===== src/sv/ipv4_route_table_lpm_unit_assert.svh =====
// Assertion macros for the IPv4 route table unit.
// Used by the top level; needs no other file.
`ifndef IPV4_ROUTE_TABLE_LPM_UNIT_ASSERT_SVH
`define IPV4_ROUTE_TABLE_LPM_UNIT_ASSERT_SVH

// Same-cycle implication, disabled while reset is active.
`define RTLPM_ASSERT_NOW(lbl, clk, rst_n, ante, cons) \
	lbl: assert property (@(posedge clk) disable iff (!(rst_n)) (ante) |-> (cons)) \
		else $error("route table assertion failed");

// Next-cycle implication, disabled while reset is active.
`define RTLPM_ASSERT_NEXT(lbl, clk, rst_n, ante, cons) \
	lbl: assert property (@(posedge clk) disable iff (!(rst_n)) (ante) |=> (cons)) \
		else $error("route table assertion failed");

`endif


===== src/sv/rtlpm_pkg.sv =====
// Shared types and codes of the IPv4 route table unit.
// No dependencies.
`timescale 1ns / 1ps
`default_nettype none

package rtlpm_pkg;

	localparam logic [1:0] MODE_LOOKUP = 2'd0;
	localparam logic [1:0] MODE_STATIC = 2'd1;
	localparam logic [1:0] MODE_UPSERT = 2'd2;

	localparam logic [1:0] STAT_OK      = 2'd0;
	localparam logic [1:0] STAT_FULL    = 2'd1;
	localparam logic [1:0] STAT_BADLEN  = 2'd2;
	localparam logic [1:0] STAT_NOROUTE = 2'd3;

	localparam logic [5:0] MAX_LEN   = 6'd32;
	localparam int         HIT_IDX_W = 4;

	typedef struct packed {
		logic [31:0] prefix;
		logic [5:0]  len;
		logic [31:0] gateway;
		logic [3:0]  iface;
		logic        is_static;
		logic        active;
	} entry_t;

	// Commands from the controller to the datapath.
	typedef struct packed {
		logic load_in;
		logic scan_step;
		logic finish;
	} cmd_t;

	// Status from the datapath to the controller.
	typedef struct packed {
		logic need_scan;
		logic scan_last;
	} sts_t;

	// Network mask for a prefix length; zero length gives no bits, 32 and up all bits.
	function automatic logic [31:0] len_mask(input logic [5:0] len);
		return ~(32'hFFFF_FFFF >> len);
	endfunction

endpackage

`default_nettype wire


===== src/sv/ipv4_route_table_lpm_unit.sv =====
// Top level of the IPv4 route table with longest-prefix-match lookup.
// Depends on rtlpm_pkg, rtlpm_ctrl, rtlpm_dp and the assertion macro header.
//
//   channel | direction | handshake            | payload
//   --------+-----------+----------------------+------------------------------------------
//   in      | input     | in_valid / in_ready   | mode dest_addr route_prefix route_len
//           |           |                      | gateway iface_id enabled
//   out     | output    | out_valid / out_ready | status found hit_index hit_gateway
//           |           |                      | hit_iface hit_len hit_static
//
// An item that scans the table (lookup or upsert with n stored routes, n from 1 to MAX_ROUTES)
// passes a check step, the scan, a drain step for the last registered read and a finishing
// step that writes back and loads the result; other items go from the check step straight
// to the finishing step. The route store RAM is read one entry per cycle during the scan.
// Reset clears the route count and the control state; the route store is not cleared.
// A stalled output holds the result register; the next item is taken meanwhile and waits
// in its finishing step until the register is free.
`timescale 1ns / 1ps
`default_nettype none
`include "ipv4_route_table_lpm_unit_assert.svh"

module ipv4_route_table_lpm_unit #(
	parameter int MAX_ROUTES = 16
) (
	input  wire logic        clk,
	input  wire logic        arst_n,
	// input channel
	input  wire logic        in_valid,
	output logic             in_ready,
	input  wire logic [1:0]  mode,
	input  wire logic [31:0] dest_addr,
	input  wire logic [31:0] route_prefix,
	input  wire logic [5:0]  route_len,
	input  wire logic [31:0] gateway,
	input  wire logic [3:0]  iface_id,
	input  wire logic        enabled,
	// output channel
	output logic             out_valid,
	input  wire logic        out_ready,
	output logic [1:0]       status,
	output logic             found,
	output logic [3:0]       hit_index,
	output logic [31:0]      hit_gateway,
	output logic [3:0]       hit_iface,
	output logic [5:0]       hit_len,
	output logic             hit_static
);

	import rtlpm_pkg::*;

	// route index and route count widths follow the table depth
	localparam int IDX_W = (MAX_ROUTES > 1) ? $clog2(MAX_ROUTES) : 1;
	localparam int CNT_W = $clog2(MAX_ROUTES + 1);

	cmd_t cmd;
	sts_t sts;
	logic in_xfer;

	assign in_xfer = in_valid && in_ready;

	// controller: owns the handshakes and steps the datapath through each item
	rtlpm_ctrl u_ctrl (
		.clk       (clk),
		.arst_n    (arst_n),
		.in_valid  (in_valid),
		.in_ready  (in_ready),
		.out_valid (out_valid),
		.out_ready (out_ready),
		.cmd       (cmd),
		.sts       (sts)
	);

	// datapath: item registers, route store, best-match tracking, result register
	rtlpm_dp #(
		.MAX_ROUTES (MAX_ROUTES),
		.IDX_W      (IDX_W),
		.CNT_W      (CNT_W)
	) u_dp (
		.clk          (clk),
		.arst_n       (arst_n),
		.cmd          (cmd),
		.sts          (sts),
		.mode         (mode),
		.dest_addr    (dest_addr),
		.route_prefix (route_prefix),
		.route_len    (route_len),
		.gateway      (gateway),
		.iface_id     (iface_id),
		.enabled      (enabled),
		.status       (status),
		.found        (found),
		.hit_index    (hit_index),
		.hit_gateway  (hit_gateway),
		.hit_iface    (hit_iface),
		.hit_len      (hit_len),
		.hit_static   (hit_static)
	);

	// the block is busy right after a transfer in
	`RTLPM_ASSERT_NEXT(a_busy_after_in, clk, arst_n, in_xfer, !in_ready)
	// a result is loaded only into a free output register
	`RTLPM_ASSERT_NOW(a_finish_free, clk, arst_n, cmd.finish, !out_valid || out_ready)
	// a loaded result is offered in the next cycle
	`RTLPM_ASSERT_NEXT(a_finish_valid, clk, arst_n, cmd.finish, out_valid)
	// a found route always reports success
	`RTLPM_ASSERT_NOW(a_found_ok, clk, arst_n, out_valid && found, status == STAT_OK)

endmodule

`default_nettype wire


===== src/sv/rtlpm_ram.sv =====
// Generic single-write, single-read RAM with registered read data.
// No dependencies.
`timescale 1ns / 1ps
`default_nettype none

module rtlpm_ram #(
	parameter int WIDTH = 8,
	parameter int DEPTH = 16,
	parameter int AW    = (DEPTH > 1) ? $clog2(DEPTH) : 1
) (
	input  wire logic             clk,
	input  wire logic             we,
	input  wire logic [AW-1:0]    waddr,
	input  wire logic [WIDTH-1:0] wdata,
	input  wire logic             re,
	input  wire logic [AW-1:0]    raddr,
	output logic      [WIDTH-1:0] rdata
);

	logic [WIDTH-1:0] mem [DEPTH];

	always_ff @(posedge clk) begin
		if (we) begin
			mem[waddr] <= wdata;
		end
		if (re) begin
			rdata <= mem[raddr];
		end
	end

endmodule

`default_nettype wire


===== src/sv/rtlpm_dp.sv =====
// Datapath of the IPv4 route table: item registers, route store, scan compare, result.
// Depends on rtlpm_pkg and rtlpm_ram.
`timescale 1ns / 1ps
`default_nettype none

module rtlpm_dp #(
	parameter int MAX_ROUTES = 16,
	parameter int IDX_W      = (MAX_ROUTES > 1) ? $clog2(MAX_ROUTES) : 1,
	parameter int CNT_W      = $clog2(MAX_ROUTES + 1)
) (
	input  wire logic          clk,
	input  wire logic          arst_n,
	input  wire rtlpm_pkg::cmd_t cmd,
	output rtlpm_pkg::sts_t    sts,
	input  wire logic [1:0]    mode,
	input  wire logic [31:0]   dest_addr,
	input  wire logic [31:0]   route_prefix,
	input  wire logic [5:0]    route_len,
	input  wire logic [31:0]   gateway,
	input  wire logic [3:0]    iface_id,
	input  wire logic          enabled,
	output logic [1:0]         status,
	output logic               found,
	output logic [3:0]         hit_index,
	output logic [31:0]        hit_gateway,
	output logic [3:0]         hit_iface,
	output logic [5:0]         hit_len,
	output logic               hit_static
);

	import rtlpm_pkg::*;

	localparam int HW = (IDX_W > HIT_IDX_W) ? IDX_W : HIT_IDX_W;

	// item registers
	logic [1:0]  mode_q;
	logic [31:0] dest_q, prefix_q, gw_q;
	logic [5:0]  len_q;
	logic [3:0]  ifc_q;
	logic        act_q;

	logic [CNT_W-1:0] count_q;
	logic [IDX_W-1:0] scan_idx_q;
	logic             cmp_vld_s1;
	logic [IDX_W-1:0] idx_s1;

	logic             have_q;
	logic [IDX_W-1:0] best_idx_q;
	logic [5:0]       best_len_q;
	logic             best_static_q;
	logic [31:0]      best_gw_q;
	logic [3:0]       best_iface_q;
	logic             upd_hit_q;
	logic [IDX_W-1:0] upd_idx_q;

	logic [$bits(entry_t)-1:0] rd_data;
	entry_t e;
	entry_t wr_entry;
	logic   wr_en;
	logic   append;
	logic [IDX_W-1:0] wr_idx;
	logic   qualify, better, upd_match;
	logic   len_bad, full;

	logic [1:0]       res_status;
	logic             res_found;
	logic [IDX_W-1:0] res_idx;
	logic [31:0]      res_gw;
	logic [3:0]       res_iface;
	logic [5:0]       res_len;
	logic             res_static;
	logic [HW-1:0]    res_idx_w;

	assign e       = entry_t'(rd_data);
	assign len_bad = len_q > MAX_LEN;
	assign full    = count_q == CNT_W'(MAX_ROUTES);

	assign sts.need_scan = (mode_q == MODE_LOOKUP || mode_q == MODE_UPSERT) &&
		(count_q != '0);
	assign sts.scan_last = CNT_W'(scan_idx_q) == (count_q - CNT_W'(1));

	rtlpm_ram #(
		.WIDTH ($bits(entry_t)),
		.DEPTH (MAX_ROUTES),
		.AW    (IDX_W)
	) u_store (
		.clk   (clk),
		.we    (wr_en),
		.waddr (wr_idx),
		.wdata (wr_entry),
		.re    (cmd.scan_step),
		.raddr (scan_idx_q),
		.rdata (rd_data)
	);

	// compare of the entry read in the previous cycle
	always_comb begin
		qualify   = e.active && (((dest_q ^ e.prefix) & len_mask(e.len)) == 32'd0);
		better    = !have_q || (e.len > best_len_q) ||
			((e.len == best_len_q) && e.is_static && !best_static_q);
		upd_match = !e.is_static && (e.iface == ifc_q) && !upd_hit_q;
	end

	// result and store write for the finishing item
	always_comb begin
		res_status = STAT_OK;
		res_found  = 1'b0;
		res_idx    = '0;
		res_gw     = '0;
		res_iface  = '0;
		res_len    = '0;
		res_static = 1'b0;
		wr_en      = 1'b0;
		append     = 1'b0;
		wr_idx     = count_q[IDX_W-1:0];
		case (mode_q) inside
			MODE_LOOKUP: begin
				if (have_q) begin
					res_found  = 1'b1;
					res_idx    = best_idx_q;
					res_gw     = best_gw_q;
					res_iface  = best_iface_q;
					res_len    = best_len_q;
					res_static = best_static_q;
				end else begin
					res_status = STAT_NOROUTE;
				end
			end
			MODE_STATIC, MODE_UPSERT: begin
				if (len_bad) begin
					res_status = STAT_BADLEN;
				end else if (mode_q == MODE_UPSERT && upd_hit_q) begin
					wr_en   = cmd.finish;
					wr_idx  = upd_idx_q;
					res_idx = upd_idx_q;
				end else if (full) begin
					res_status = STAT_FULL;
				end else begin
					wr_en   = cmd.finish;
					append  = 1'b1;
					res_idx = count_q[IDX_W-1:0];
				end
			end
			default: begin
				res_status = STAT_OK;
			end
		endcase
		res_idx_w = HW'(res_idx);
	end

	always_comb begin
		wr_entry.prefix    = prefix_q;
		wr_entry.len       = len_q;
		wr_entry.gateway   = (mode_q == MODE_STATIC) ? gw_q : 32'd0;
		wr_entry.iface     = ifc_q;
		wr_entry.is_static = mode_q == MODE_STATIC;
		wr_entry.active    = act_q;
	end

	// control registers
	always_ff @(posedge clk or negedge arst_n) begin
		if (!arst_n) begin
			count_q    <= '0;
			scan_idx_q <= '0;
			cmp_vld_s1 <= 1'b0;
			have_q     <= 1'b0;
			upd_hit_q  <= 1'b0;
		end else begin
			cmp_vld_s1 <= cmd.scan_step;
			if (cmd.load_in) begin
				scan_idx_q <= '0;
				have_q     <= 1'b0;
				upd_hit_q  <= 1'b0;
			end else begin
				if (cmd.scan_step) begin
					scan_idx_q <= scan_idx_q + IDX_W'(1);
				end
				if (cmp_vld_s1 && mode_q == MODE_LOOKUP && qualify && better) begin
					have_q <= 1'b1;
				end
				if (cmp_vld_s1 && mode_q == MODE_UPSERT && upd_match) begin
					upd_hit_q <= 1'b1;
				end
			end
			if (cmd.finish && append) begin
				count_q <= count_q + CNT_W'(1);
			end
		end
	end

	// payload registers
	always_ff @(posedge clk) begin
		if (cmd.load_in) begin
			mode_q   <= mode;
			dest_q   <= dest_addr;
			prefix_q <= route_prefix;
			len_q    <= route_len;
			gw_q     <= gateway;
			ifc_q    <= iface_id;
			act_q    <= enabled;
		end
		if (cmd.scan_step) begin
			idx_s1 <= scan_idx_q;
		end
		if (cmp_vld_s1 && mode_q == MODE_LOOKUP && qualify && better) begin
			best_idx_q    <= idx_s1;
			best_len_q    <= e.len;
			best_static_q <= e.is_static;
			best_gw_q     <= e.gateway;
			best_iface_q  <= e.iface;
		end
		if (cmp_vld_s1 && mode_q == MODE_UPSERT && upd_match) begin
			upd_idx_q <= idx_s1;
		end
		if (cmd.finish) begin
			status      <= res_status;
			found       <= res_found;
			hit_index   <= res_idx_w[HIT_IDX_W-1:0];
			hit_gateway <= res_gw;
			hit_iface   <= res_iface;
			hit_len     <= res_len;
			hit_static  <= res_static;
		end
	end

endmodule

`default_nettype wire


===== src/sv/rtlpm_ctrl.sv =====
// Controller of the IPv4 route table: sequences accept, scan, finish and output handshake.
// Depends on rtlpm_pkg.
`timescale 1ns / 1ps
`default_nettype none

module rtlpm_ctrl (
	input  wire logic       clk,
	input  wire logic       arst_n,
	input  wire logic       in_valid,
	output logic            in_ready,
	output logic            out_valid,
	input  wire logic       out_ready,
	output rtlpm_pkg::cmd_t cmd,
	input  wire rtlpm_pkg::sts_t sts
);

	import rtlpm_pkg::*;

	typedef enum logic [2:0] {
		S_IDLE,
		S_CHECK,
		S_SCAN,
		S_DRAIN,
		S_FINISH
	} state_t;

	state_t state_q;
	logic   out_free;

	assign in_ready = state_q == S_IDLE;
	assign out_free = !out_valid || out_ready;

	always_comb begin
		cmd.load_in   = (state_q == S_IDLE) && in_valid;
		cmd.scan_step = state_q == S_SCAN;
		cmd.finish    = (state_q == S_FINISH) && out_free;
	end

	always_ff @(posedge clk or negedge arst_n) begin
		if (!arst_n) begin
			state_q   <= S_IDLE;
			out_valid <= 1'b0;
		end else begin
			// raise on a loaded result, drop once the result is transferred
			out_valid <= cmd.finish || (out_valid && !out_ready);
			unique case (state_q)
				S_IDLE: begin
					if (in_valid) begin
						state_q <= S_CHECK;
					end
				end
				S_CHECK: begin
					state_q <= sts.need_scan ? S_SCAN : S_FINISH;
				end
				S_SCAN: begin
					if (sts.scan_last) begin
						state_q <= S_DRAIN;
					end
				end
				S_DRAIN: begin
					state_q <= S_FINISH;
				end
				S_FINISH: begin
					// hold the result until the output register is free
					if (out_free) begin
						state_q <= S_IDLE;
					end
				end
				default: begin
					state_q <= S_IDLE;
				end
			endcase
		end
	end

endmodule

`default_nettype wire

===== config.mk =====
export PLATFORM = sky130hd
export DESIGN_NAME = ipv4_route_table_lpm_unit
export DESIGN_NICKNAME = d
export VERILOG_FILES = /design/src/sv/rtlpm_pkg.sv /design/src/sv/ipv4_route_table_lpm_unit.sv /design/src/sv/rtlpm_ram.sv /design/src/sv/rtlpm_dp.sv /design/src/sv/rtlpm_ctrl.sv
export VERILOG_INCLUDE_DIRS = /design/src /design/src/sv
export SDC_FILE = /design/constraint.sdc
export NUM_CORES = 1
export LEC_CHECK = 0
export ABC_AREA = 1
export BUFFER_PORTS_ARGS = -buffer_cell sky130_fd_sc_hd__buf_2
export CORE_MARGIN = 2
export CORE_UTILIZATION = 40
export CTS_CLUSTER_DIAMETER = 80
export DETAILED_ROUTE_END_ITERATION = 6
export PLACE_DENSITY_LB_ADDON = 0.08
export SLEW_MARGIN = 20
export SYNTH_ARGS = -nofsm -noshare
export SYNTH_HDL_FRONTEND = slang
export SYNTH_SLANG_ARGS = --single-unit

===== constraint.sdc =====
create_clock -name clk -period 7.4 [get_ports clk]
set_clock_uncertainty 0.1 [all_clocks]
set_input_delay 0.74 -clock clk [delete_from_list [all_inputs] [get_ports clk]]
set_output_delay 0.74 -clock clk [all_outputs]
set_load 0.1 [all_outputs]

==> metrics.cfg <==
[run_status]
status = completed

[global_routing]
grt_overflow_total = 0
grt_max_degree = 181
antenna_found_initial = 3
grt_pass1_wl_um = 244000
track_usage_pct = 22.9
grt_pass1_vias = 34008

[critical_path]
worstSetupStartpointType = register
end_kind = register
r2r_end = u_dp.u_store.mem[12][49]$_DFFE_PP_
worstPathRequired_ns = 7.71
rr_worst_depth = 10
crit_fanout = 39
reg2reg_slack_ns = 3.15
r2r_start = u_dp.len_q[3]$_DFFE_PP_
cp.arrival_ns = 4.56
critPathKind = register to register

[clock_tree]
post_cts_buffers = 0
cts_buffers = 166
insertion_delay_ns = 0.79
cts_root_buf = clkbuf_16
clockBufferDepth = 3
cts_tree = done
cts.clk_slew.worst_paths_ns = 0.06
cts.htree.levels = 4
clkSinkCount = 1522

[place]
dp_cells = 5990
io_buffers = 164
gp_congestion = 0.796
dp_hpwl_um = 90700

[hold_path]
hold_end = u_dp.prefix_q[18]$_DFFE_PP_
hold_depth = 1
hold_path_class = input port to register
hold_path_startpoint = route_prefix[18]

[synthesis]
ys_seq_area_share_pct = 78.3
netlist_instances = 4086
syn_nets = 4211
synthFlopType = edfxtp_1
synth_seq_cells = 1522
ys_async_sr_fraction_pct = 1.05
synthDistinctLibCells = 43
synth.avg_cell_area_um2 = 14.3
yosysWarnings = 0
syn-cell-area_um2 = 58300
synth_edf_count = 1506

[timing]
finalSetupViolCount = 0
tightest_slew_ns = 1.05
slew_headroom_pct = 30.0
drv_slew = 0
holdWs_ns = 0.0503
fmax_mhz = 235
setup_tns_ns = 0
timing.final.hold_violations = 0
finalCritPeriodShare_pct = 57.5
finalCriticalPeriod_ns = 4.25
rsz0062_at_grt = false

[power_and_ir_drop]
p_sw_share_pct = 30.1
p_per_area_nw_per_um2 = 338
combPwrFrac_pct = 17.1
p_sw_w = 0.00686
clkPwrFrac_pct = 35.9
p_leak_nw = 23.3
pwr-share-seq_pct = 47.1
peakVddDrop_mv = 0.226
intPower_w = 0.0159

[cells_and_area]
antenna_cells = 0
final_layout_size_suffix_gt1_share_pct = 12.4
areaGrowthSynthToFinish_pct = 15.6
layout.cells.non_filler = 6389
nets = 4459

[die]
die-area_um2 = 149000
die_height_um = 386
ioPinCount = 165
die_w_um = 386
initial_core_util_pct = 40.1
num_rows = 140
core-area_um2 = 145000

[routing]
dr.pass1.iters = 5
drc = 0
drt_iter0_markers = 3018
wl_per_cell_um = 26.7
via_per_inst = 5.43
num_vias = 34717
drt_wl_total_um = 170000
ant_nets = 0

[flow_run]
maxCapViolCount = 0

-- stage by stage --
step | util (%) | total power, W | area [um2] | worst slack, ns
after floorplan | - | 0.0133 | 58300 | 1.27
after global placement | 42.1 | 0.0148 | 61100 | 3.16
after detailed placement | 42.1 | 0.0148 | 61100 | 3.14
after CTS | 46.4 | 0.0231 | 67400 | 3.12
after global routing | 46.4 | 0.0237 | 67400 | 2.84
final | 46.4 | 0.0228 | 67400 | 3.15
-- final cells by class --
type	count	area, um2
Fill cell	12831	77800
Sequential cell	1522	45600
Multi-Input combinational cell	2190	11100
Clock buffer	212	4480
Tap cell	1917	2400
Timing Repair Buffer	322	2380
Clock inverter	94	878
Inverter	132	522
-- logic make-up after synthesis --
logic type	Yosys count	synth area share, %
flops	1522	78.3
simple gates	1236	8.56
compound gates	912	9.52
buf+inv	374	2.94
xor+xnor	30	0.451
fa+ha+maj	12	0.258
-- critical path, cell delays in order, from the launching register on --
cell	delay [ns]
edfxtp_1	0.60
nor2_1	0.23
nand3b_1	0.31
nand2_1	0.17
nand2_2	0.12
inv_2	0.14
o211ai_1	0.12
o21ai_0	0.16
nand2_1	0.32
nor2_4	0.76
buf_4	0.78
-- cells in the final DEF (no fill, tap or decap), types with 9 or more instances in the layout --
cell type,netlist,final
a21oi_1,210,209
a221oi_1,67,67
a221oi_2,32,32
buf_12,0,11
buf_2,92,164
buf_4,31,54
bufinv_16,0,15
clkbuf_1,96,39
clkbuf_16,0,173
clkinv_1,1,34
clkinv_2,0,36
dfrtp_1,16,12
dlygate4sd3_1,0,93
edfxtp_1,1506,1506
ha_1,12,11
inv_1,121,120
nand2_1,623,621
nand3_1,150,150
nand4_1,39,39
nor2_1,408,391
nor2_4,2,19
o21ai_0,282,282
o21ai_1,154,154
o221a_2,9,9
o221ai_1,36,36
o22ai_1,102,102
xnor2_1,9,9
xor2_1,21,21
-- how the worst max path moves through the flow --
stage / startpoint / endpoint / cells past startpoint
finish: u_dp.len_q[3]$_DFFE_PP_ / u_dp.u_store.mem[12][49]$_DFFE_PP_ / 10
global route: u_dp.len_q[3]$_DFFE_PP_ / u_dp.u_store.mem[12][49]$_DFFE_PP_ / 10
CTS: u_dp.len_q[2]$_DFFE_PP_ / u_dp.u_store.mem[12][47]$_DFFE_PP_ / 10
detailed placement: u_dp.len_q[3]$_DFFE_PP_ / u_dp.u_store.mem[12][49]$_DFFE_PP_ / 10
global placement: u_dp.len_q[2]$_DFFE_PP_ / u_dp.u_store.mem[12][49]$_DFFE_PP_ / 10
floorplan: u_ctrl.out_valid$_DFF_PN0_ / u_dp.u_store.mem[0][0]$_DFFE_PP_ / 5
-- Yosys cell counts, types with 2 or more instances --
| cell | instances | area [um2] |
|---|---|---|
| clkbuf_1 | 96 | 360 |
| nor4_1 | 2 | 12.5 |
| edfxtp_1 | 1506 | 45200 |
| buf_4 | 31 | 233 |
| nand2_1 | 623 | 2340 |
| o211ai_1 | 7 | 52.6 |
| xnor2_1 | 9 | 78.8 |
| buf_6 | 9 | 101 |
| a21oi_1 | 210 | 1050 |
| o221a_1 | 8 | 90.1 |
| nand4_1 | 39 | 244 |
| o21ai_1 | 154 | 771 |
| inv_1 | 121 | 454 |
| ha_1 | 12 | 150 |
| xor2_1 | 21 | 184 |
| o22ai_1 | 102 | 638 |
| o221a_2 | 9 | 101 |
| nor2_4 | 2 | 22.5 |
| a221oi_1 | 67 | 587 |
| dfrtp_1 | 16 | 400 |
| o221ai_1 | 36 | 315 |
| nor2_2 | 3 | 18.8 |
| buf_2 | 92 | 460 |
| a221oi_2 | 32 | 480 |
| a32o_1 | 2 | 20.0 |
| nand2_2 | 2 | 12.5 |
| nand3_1 | 150 | 751 |
| nor2_1 | 408 | 1530 |
| buf_1 | 13 | 48.8 |
| o21ai_0 | 282 | 1410 |
| nor3_2 | 2 | 20.0 |
| inv_2 | 9 | 33.8 |
-- repair_timing --
action,4_1_cts,5_1_grt
endpoints found under the hold margin,108,0
resized for setup,0,0
hold buffers,93,0
-- routing by layer --
metal	track usage, %	part of all wire, %	vias up
met5	0	0.0076	-
met4	8.12	3.3	2
met3	3.81	5.1	239
met2	37.2	48	984
met1	31.1	44	17783
li1	-	-	15709
-- power groups by stage --
| stage | Combinational [W] | Sequential [W] | Clock, W |
|---|---|---|---|
| floorplan | 0.00233 | 0.0110 | 0 |
| global placement | 0.00391 | 0.0109 | 0 |
| detailed placement | 0.00390 | 0.0109 | 0 |
| CTS | 0.00395 | 0.0107 | 0.00837 |
| global route | 0.00426 | 0.0108 | 0.00870 |
| finish | 0.00389 | 0.0107 | 0.00818 |
-- registers in the layout (all words and copies together), names as in the netlist, 6 cells and up --
signal              cells
u_dp.u_store.mem     1216
u_dp.u_store.rdata     76
u_dp.best_gw_q         32
u_dp.dest_q            32
u_dp.gw_q              32
u_dp.hit_gateway       32
u_dp.prefix_q          32
u_dp.best_len_q         6
u_dp.hit_len            6
u_dp.len_q              6
(Power assumes the default switching activity.)
